==> src/hdl/assert_macros.svh <==
// ---------------------------------------------------------------------------
// assertion helpers shared by the rtl files
// ---------------------------------------------------------------------------
`ifndef ASSERT_MACROS_SVH
`define ASSERT_MACROS_SVH

// same-cycle implication, checked out of reset
`define ASSERT_SAME(lbl, clk, rst_n, ante, cons) \
  lbl: assert property (@(posedge clk) disable iff (!rst_n) (ante) |-> (cons)) \
    else $error("same-cycle check failed");

// next-cycle implication, checked out of reset
`define ASSERT_NEXT(lbl, clk, rst_n, ante, cons) \
  lbl: assert property (@(posedge clk) disable iff (!rst_n) (ante) |=> (cons)) \
    else $error("next-cycle check failed");

`endif

==> src/hdl/sxbc_pkg.sv <==
// ---------------------------------------------------------------------------
// sxbc_pkg
// constants, substitution boxes and word helpers of the 32-bit
// substitution / key-xor block cipher
// ---------------------------------------------------------------------------
`default_nettype none

package sxbc_pkg;

  localparam int BlockWidth = 32;
  localparam int RoundCount = 18;
  localparam int KeyWords   = 18;

  typedef logic [7:0] sbox_t [256];
  typedef logic [BlockWidth-1:0] rk_base_t [KeyWords];

  // mode codes
  localparam logic KindEncrypt = 1'b0;
  localparam logic KindDecrypt = 1'b1;

  // control that travels with each pipeline stage
  typedef struct packed {
    logic valid;
    logic kind;
  } stage_ctrl_t;

  localparam rk_base_t RkBase = '{
    32'h243F6A88, 32'h85A308D3, 32'h13198A2E, 32'h03707344, 32'hA4093822, 32'h299F31D0,
    32'h082EFA98, 32'hEC4E6C89, 32'h452821E6, 32'h38D01377, 32'hBE5466CF, 32'h34E90C6C,
    32'hC0AC29B7, 32'hC97C50DD, 32'h3F84D5B5, 32'hB5470917, 32'h9216D5D9, 32'h8979FB1B
  };

  localparam sbox_t BoxA = '{
    8'hA9, 8'h67, 8'hB3, 8'hE8, 8'h04, 8'hFD, 8'hA3, 8'h76,
    8'h9A, 8'h92, 8'h80, 8'h78, 8'hE4, 8'hDD, 8'hD1, 8'h38,
    8'h0D, 8'hC6, 8'h35, 8'h98, 8'h18, 8'hF7, 8'hEC, 8'h6C,
    8'h43, 8'h75, 8'h37, 8'h26, 8'hFA, 8'h13, 8'h94, 8'h48,
    8'hF2, 8'hD0, 8'h8B, 8'h30, 8'h84, 8'h54, 8'hDF, 8'h23,
    8'h19, 8'h5B, 8'h3D, 8'h59, 8'hF3, 8'hAE, 8'hA2, 8'h82,
    8'h63, 8'h01, 8'h83, 8'h2E, 8'hD9, 8'h51, 8'h9B, 8'h7C,
    8'hA6, 8'hEB, 8'hA5, 8'hBE, 8'h16, 8'h0C, 8'hE3, 8'h61,
    8'hC0, 8'h8C, 8'h3A, 8'hF5, 8'h73, 8'h2C, 8'h25, 8'h0B,
    8'hBB, 8'h4E, 8'h89, 8'h6B, 8'h53, 8'h6A, 8'hB4, 8'hF1,
    8'hE1, 8'hE6, 8'hBD, 8'h45, 8'hE2, 8'hF4, 8'hB6, 8'h66,
    8'hCC, 8'h95, 8'h03, 8'h56, 8'hD4, 8'h1C, 8'h1E, 8'hD7,
    8'hFB, 8'hC3, 8'h8E, 8'hB5, 8'hE9, 8'hCF, 8'hBF, 8'hBA,
    8'hEA, 8'h77, 8'h39, 8'hAF, 8'h33, 8'hC9, 8'h62, 8'h71,
    8'h81, 8'h79, 8'h09, 8'hAD, 8'h24, 8'hCD, 8'hF9, 8'hD8,
    8'hE5, 8'hC5, 8'hB9, 8'h4D, 8'h44, 8'h08, 8'h86, 8'hE7,
    8'hA1, 8'h1D, 8'hAA, 8'hED, 8'h06, 8'h70, 8'hB2, 8'hD2,
    8'h41, 8'h7B, 8'hA0, 8'h11, 8'h31, 8'hC2, 8'h27, 8'h90,
    8'h20, 8'hF6, 8'h60, 8'hFF, 8'h96, 8'h5C, 8'hB1, 8'hAB,
    8'h9E, 8'h9C, 8'h52, 8'h1B, 8'h5F, 8'h93, 8'h0A, 8'hEF,
    8'h91, 8'h85, 8'h49, 8'hEE, 8'h2D, 8'h4F, 8'h8F, 8'h3B,
    8'h47, 8'h87, 8'h6D, 8'h46, 8'hD6, 8'h3E, 8'h69, 8'h64,
    8'h2A, 8'hCE, 8'hCB, 8'h2F, 8'hFC, 8'h97, 8'h05, 8'h7A,
    8'hAC, 8'h7F, 8'hD5, 8'h1A, 8'h4B, 8'h0E, 8'hA7, 8'h5A,
    8'h28, 8'h14, 8'h3F, 8'h29, 8'h88, 8'h3C, 8'h4C, 8'h02,
    8'hB8, 8'hDA, 8'hB0, 8'h17, 8'h55, 8'h1F, 8'h8A, 8'h7D,
    8'h57, 8'hC7, 8'h8D, 8'h74, 8'hB7, 8'hC4, 8'h9F, 8'h72,
    8'h7E, 8'h15, 8'h22, 8'h12, 8'h58, 8'h07, 8'h99, 8'h34,
    8'h6E, 8'h50, 8'hDE, 8'h68, 8'h65, 8'hBC, 8'hDB, 8'hF8,
    8'hC8, 8'hA8, 8'h2B, 8'h40, 8'hDC, 8'hFE, 8'h32, 8'hA4,
    8'hCA, 8'h10, 8'h21, 8'hF0, 8'hD3, 8'h5D, 8'h0F, 8'h00,
    8'h6F, 8'h9D, 8'h36, 8'h42, 8'h4A, 8'h5E, 8'hC1, 8'hE0
  };

  localparam sbox_t BoxB = '{
    8'h75, 8'hF3, 8'hC6, 8'hF4, 8'hDB, 8'h7B, 8'hFB, 8'hC8,
    8'h4A, 8'hD3, 8'hE6, 8'h6B, 8'h45, 8'h7D, 8'hE8, 8'h4B,
    8'hD6, 8'h32, 8'hD8, 8'hFD, 8'h37, 8'h71, 8'hF1, 8'hE1,
    8'h30, 8'h0F, 8'hF8, 8'h1B, 8'h87, 8'hFA, 8'h06, 8'h3F,
    8'h5E, 8'hBA, 8'hAE, 8'h5B, 8'h8A, 8'h00, 8'hBC, 8'h9D,
    8'h6D, 8'hC1, 8'hB1, 8'h0E, 8'h80, 8'h5D, 8'hD2, 8'hD5,
    8'hA0, 8'h84, 8'h07, 8'h14, 8'hB5, 8'h90, 8'h2C, 8'hA3,
    8'hB2, 8'h73, 8'h4C, 8'h54, 8'h92, 8'h74, 8'h36, 8'h51,
    8'h38, 8'hB0, 8'hBD, 8'h5A, 8'hFC, 8'h60, 8'h62, 8'h96,
    8'h6C, 8'h42, 8'hF7, 8'h10, 8'h7C, 8'h28, 8'h27, 8'h8C,
    8'h13, 8'h95, 8'h9C, 8'hC7, 8'h24, 8'h46, 8'h3B, 8'h70,
    8'hCA, 8'hE3, 8'h85, 8'hCB, 8'h11, 8'hD0, 8'h93, 8'hB8,
    8'hA6, 8'h83, 8'h20, 8'hFF, 8'h9F, 8'h77, 8'hC3, 8'hCC,
    8'h03, 8'h6F, 8'h08, 8'hBF, 8'h40, 8'hE7, 8'h2B, 8'hE2,
    8'h79, 8'h0C, 8'hAA, 8'h82, 8'h41, 8'h3A, 8'hEA, 8'hB9,
    8'hE4, 8'h9A, 8'hA4, 8'h97, 8'h7E, 8'hDA, 8'h7A, 8'h17,
    8'h66, 8'h94, 8'hA1, 8'h1D, 8'h3D, 8'hF0, 8'hDE, 8'hB3,
    8'h0B, 8'h72, 8'hA7, 8'h1C, 8'hEF, 8'hD1, 8'h53, 8'h3E,
    8'h8F, 8'h33, 8'h26, 8'h5F, 8'hEC, 8'h76, 8'h2A, 8'h49,
    8'h81, 8'h88, 8'hEE, 8'h21, 8'hC4, 8'h1A, 8'hEB, 8'hD9,
    8'hC5, 8'h39, 8'h99, 8'hCD, 8'hAD, 8'h31, 8'h8B, 8'h01,
    8'h18, 8'h23, 8'hDD, 8'h1F, 8'h4E, 8'h2D, 8'hF9, 8'h48,
    8'h4F, 8'hF2, 8'h65, 8'h8E, 8'h78, 8'h5C, 8'h58, 8'h19,
    8'h8D, 8'hE5, 8'h98, 8'h57, 8'h67, 8'h7F, 8'h05, 8'h64,
    8'hAF, 8'h63, 8'hB6, 8'hFE, 8'hF5, 8'hB7, 8'h3C, 8'hA5,
    8'hCE, 8'hE9, 8'h68, 8'h44, 8'hE0, 8'h4D, 8'h43, 8'h69,
    8'h29, 8'h2E, 8'hAC, 8'h15, 8'h59, 8'hA8, 8'h0A, 8'h9E,
    8'h6E, 8'h47, 8'hDF, 8'h34, 8'h35, 8'h6A, 8'hCF, 8'hDC,
    8'h22, 8'hC9, 8'hC0, 8'h9B, 8'h89, 8'hD4, 8'hED, 8'hAB,
    8'h12, 8'hA2, 8'h0D, 8'h52, 8'hBB, 8'h02, 8'h2F, 8'hA9,
    8'hD7, 8'h61, 8'h1E, 8'hB4, 8'h50, 8'h04, 8'hF6, 8'hC2,
    8'h16, 8'h25, 8'h86, 8'h56, 8'h55, 8'h09, 8'hBE, 8'h91
  };

  // combined forward box, a then b; evaluated at elaboration
  function automatic sbox_t build_fwd_sub();
    sbox_t res;
    for (int v = 0; v < 256; v++) begin
      res[v] = BoxB[BoxA[v]];
    end
    return res;
  endfunction

  // combined inverse box, inverse b then inverse a; evaluated at elaboration
  function automatic sbox_t build_inv_sub();
    sbox_t inv_a;
    sbox_t inv_b;
    sbox_t res;
    for (int v = 255; v >= 0; v--) begin
      inv_a[BoxA[v]] = 8'(v);
      inv_b[BoxB[v]] = 8'(v);
    end
    for (int v = 0; v < 256; v++) begin
      res[v] = inv_a[inv_b[v]];
    end
    return res;
  endfunction

  localparam sbox_t FwdSub = build_fwd_sub();
  localparam sbox_t InvSub = build_inv_sub();

  // byte-wise substitution of a whole word
  function automatic logic [BlockWidth-1:0] fwd_word(input logic [BlockWidth-1:0] w);
    logic [BlockWidth-1:0] res;
    for (int k = 0; k < BlockWidth / 8; k++) begin
      res[k*8 +: 8] = FwdSub[w[k*8 +: 8]];
    end
    return res;
  endfunction

  function automatic logic [BlockWidth-1:0] inv_word(input logic [BlockWidth-1:0] w);
    logic [BlockWidth-1:0] res;
    for (int k = 0; k < BlockWidth / 8; k++) begin
      res[k*8 +: 8] = InvSub[w[k*8 +: 8]];
    end
    return res;
  endfunction

endpackage

`default_nettype wire

==> src/hdl/sxbc_skid.sv <==
// ---------------------------------------------------------------------------
// sxbc_skid
// registered output stage with a skid slot, cuts the ready path
// ---------------------------------------------------------------------------
`default_nettype none

`include "assert_macros.svh"

module sxbc_skid
  import sxbc_pkg::*;
(
  input  wire logic                  clk_i,
  input  wire logic                  rst_ni,
  input  wire logic                  in_valid_i,
  input  wire logic [BlockWidth-1:0] in_data_i,
  output logic                       in_ready_o,
  output logic                       out_valid_o,
  input  wire logic                  out_ready_i,
  output logic [BlockWidth-1:0]      out_data_o
);

  logic                  out_valid_q;
  logic [BlockWidth-1:0] out_data_q;
  logic                  skid_valid_q;
  logic [BlockWidth-1:0] skid_data_q;
  logic                  out_free;

  assign in_ready_o = !skid_valid_q;
  assign out_free   = out_ready_i || !out_valid_q;

  always_ff @(posedge clk_i or negedge rst_ni) begin
    if (!rst_ni) begin
      out_valid_q  <= 1'b0;
      skid_valid_q <= 1'b0;
    end else if (out_free) begin
      if (skid_valid_q) begin
        out_valid_q  <= 1'b1;
        skid_valid_q <= 1'b0;
      end else begin
        out_valid_q <= in_valid_i;
      end
    end else if (in_valid_i && !skid_valid_q) begin
      skid_valid_q <= 1'b1;
    end
  end

  always_ff @(posedge clk_i) begin
    if (out_free) begin
      out_data_q <= skid_valid_q ? skid_data_q : in_data_i;
    end else if (in_valid_i && !skid_valid_q) begin
      skid_data_q <= in_data_i;
    end
  end

  assign out_valid_o = out_valid_q;
  assign out_data_o  = out_data_q;

  // skid slot only fills behind a waiting output
  `ASSERT_SAME(a_skid_behind_out, clk_i, rst_ni, skid_valid_q, out_valid_q)
  // a taken output drains the skid slot
  `ASSERT_NEXT(a_skid_drains, clk_i, rst_ni, skid_valid_q && out_ready_i, !skid_valid_q)
  // drained skid transaction shows up unchanged at the output
  `ASSERT_NEXT(a_skid_order, clk_i, rst_ni, skid_valid_q && out_ready_i,
               out_valid_q && out_data_q == $past(skid_data_q))

endmodule

`default_nettype wire

==> config.mk <==
export PLATFORM = sky130hd
export DESIGN_NAME = sxbc_skid
export DESIGN_NICKNAME = d
export VERILOG_FILES = /design/src/hdl/sxbc_pkg.sv /design/src/hdl/sxbc_skid.sv
export VERILOG_INCLUDE_DIRS = /design/src /design/src/hdl
export SDC_FILE = /design/constraint.sdc
export NUM_CORES = 1
export LEC_CHECK = 0
export BUFFER_PORTS_ARGS = -buffer_cell sky130_fd_sc_hd__buf_2
export CELL_PAD_IN_SITES_DETAIL_PLACEMENT = 0
export CELL_PAD_IN_SITES_GLOBAL_PLACEMENT = 2
export CORE_ASPECT_RATIO = 0.6
export CORE_MARGIN = 2
export CORE_UTILIZATION = 30
export DETAILED_ROUTE_END_ITERATION = 12
export GPL_ROUTABILITY_DRIVEN = 0
export PLACE_DENSITY = 0.73
export SLEW_MARGIN = 20
export SYNTH_ARGS = -nofsm -noshare
export SYNTH_HDL_FRONTEND = slang
export SYNTH_SLANG_ARGS = --single-unit
==> constraint.sdc <==
create_clock -name clk_i -period 8.6 [get_ports clk_i]
set_clock_uncertainty 0.05 [all_clocks]
set_input_delay 0.43 -clock clk_i [delete_from_list [all_inputs] [get_ports clk_i]]
set_output_delay 0.43 -clock clk_i [all_outputs]
set_load 0.03 [all_outputs]
==> metrics.txt <==
largest net degree at the start of global routing=36; Starting DRT DRC Count=61; initial antenna violation count=0; max_cap viols=0; GR Overflow Total=0; post-CTS sizing=0; status=finished clean; Worst Path Arrival=approximately 2.4 ns; Die Height=~75 um; Wirelength per Cell=about 15 um; post-synthesis cell area=around 2500 um^2; # clock sinks=between 60 and 70; crit-path max FO=35; layout cell share with drive strength beyond 1=0.619; post-route setup TNS=0 ns; Finished Cell Area=between 3000 and 4000 um^2; Power Density=between 200 and 250 nW/um^2; P_sw=roughly 0.00018 W; XOR/XNOR share of the synthesized area=0; total CTS buffers=9; Max Root-Sink Buffers=2; DR DRC count=0; required time of the critical path=about 8.6 ns; R2R Path Start=out_valid_o; Max Freq=just over 0.4 GHz; root buf cell=clkbuf_16; row count=25; r2r setup slk=a little over 6 ns; GRT Overall Usage=0.104; P&R area growth vs syn=27.6%; vias in the first global route=approximately 1100; reg2reg path depth=3; Final Slew Violations=0; Detailed Route WL=4520 um; worst setup path endpoint=skid_data_q[22]; dpl cell area=slightly below 3000 um^2; P_leak=1.27 nW; Synth Area per Inst=23.4 um^2; Logic pwr share=0.114; sequential share of power=0.496; Hold Fails Final Rpt=0; syn nets=~140; Fillers=784; Syn Inst Count=about 110; DP Worst Slack=5.48 ns; Final WS setup=6.15 ns; Ports=70; #FFs+latches synth=66; TritonCTS clock tree=done; reg2reg end=skid_data_q[22]; Clock Power Share=0.389; final setup fails=0; Tmin final=roughly 2.5 ns; worst setup path class=reg -> reg; RSZ-0062 raised after global routing=false; Worst setup SP type=register; nets=about 220; count of different cell masters after synthesis=12; maximum vdd ir drop=between 0.09 and 0.1 mV; Yosys warnings=0; Setup Fix Bufs, Post-CTS=0; Clk Latency, worst-skew pair=around 0.32 ns; DP Wirelength=approximately 3100 um; CP Launch Point=out_valid_o; PnR Total Power=between 0.0007 and 0.0008 W; hold crit path type=in -> reg; Initial Utilization=0.315; IO buf count=69; area fraction in compound gates after synthesis=0; Routed Antenna Nets=0; switching share of power=0.233; H-tree Lvls=3; vias per inst=4.11; Post-Synth Simple-Gate Area=0.00990; Int Power=around 0.0006 W; antenna cells=0; die area=just over 9000 um^2; global-route wire length before repair=6540 um; Worst slew margin=0.306; CTS Hold Bufs=1; main combinational cell family by area after synthesis=multiplexers; mux cell area share after synthesis=0.183; CTS clk-pin slew, worst paths=~0.05 ns; First-pass DRT Iterations=4; CP Capture Type=register; die width=123 um; final period utilization=0.285; worst slew pin tran=~1.0 ns; adder-cell area share of the yosys netlist=0; sequential share of the synthesized area=0.780; Vias=approximately 1200; core box area=between 8000 and 9000 um^2
[stage by stage]
stage,utilization,hold slack [ns],instances
after floorplan,-,0.0844,108
after global placement,0.368,0.169,282
after detailed placement,0.368,0.170,282
after CTS,0.400,0.233,297
after global routing,0.401,0.240,297
final,0.401,0.249,297
[power by group through the flow]
stage	Sequential [W]	Clock, W	Combinational [W]
2_1_floorplan	0.000424	0	0.0000385
3_3_place_gp	0.000399	0	0.0000902
4_1_cts	0.000393	0.000319	0.0000916
6_report	0.000393	0.000308	0.0000903
5_1_grt	0.000395	0.000331	0.0000961
3_5_place_dp	0.000399	0	0.0000911
[cells in the final DEF (no fill, tap or decap), types with 2 or more instances in the layout]
| cell | instances |
|---|---|
| edfxtp_1 | 64 |
| clkinv_2 | 2 |
| mux2_4 | 27 |
| buf_2 | 69 |
| nor2_1 | 2 |
| clkbuf_16 | 9 |
| mux2_2 | 5 |
[sequential cells by signal, summed over array words and instances, names as in the netlist]
signal,count
skid_data_q,32
out_valid_o,1
out_data_o,32
skid_valid_q,1
[logic make-up (layout without fill, tap and decap cells)]
kind of cell           Yosys count  after routing
flip-flops                      66             66
multiplexers                    32             32
AND/OR/NAND/NOR                  5              5
buffers and inverters            5             86
[critical path: stages, from the launching register on]
cell and delay, ns:
dfrtp_1 0.36, nand2b_2 0.51, nor3b_4 0.79, buf_4 0.41
[final cells by class]
type,count,area (um^2),area share
Sequential cell,66,1970,0.612
Multi-Input combinational cell,37,500,0.155
Timing Repair Buffer,71,363,0.112
Clock buffer,10,229,0.0710
Tap cell,108,135,0.0419
Clock inverter,4,21.3,0.00659
Inverter,1,3.75,0.00116
[cells in the mapped netlist]
cell      count  share of area
nor2_1        2         0.0030
dfrtp_1       2          0.020
nand2b_1      1         0.0025
inv_1         1         0.0015
nand2_1       1         0.0015
edfxtp_1     64           0.76
mux2_4       27           0.16
buf_12        2          0.016
buf_6         1         0.0045
buf_8         1         0.0059
nor3b_1       1         0.0030
mux2_2        5          0.022
[per-layer routing]
layer / track usage / wire length (um) / vias to the layer above
met4: 0.0498 / 61 / 0
met2: 0.132 / 1750 / 56
met3: 0.0545 / 449 / 7
li1: - / - / 581
met1: 0.143 / 2260 / 576
met5: 0 / 0 / -
[worst min-delay path by stage]
stage	depth (start not counted)	slack (ns)	from	to
5_1_grt	1	0.24	in_data_i[29]	skid_data_q[29]
6_report	1	0.25	in_data_i[6]	skid_data_q[6]
3_3_place_gp	1	0.17	rst_ni	out_valid_o
4_1_cts	1	0.23	in_data_i[26]	skid_data_q[26]
2_1_floorplan	0	0.08	rst_ni	out_valid_o
3_5_place_dp	1	0.17	rst_ni	out_valid_o
Note: power is estimated with default switching activity, not from simulation.
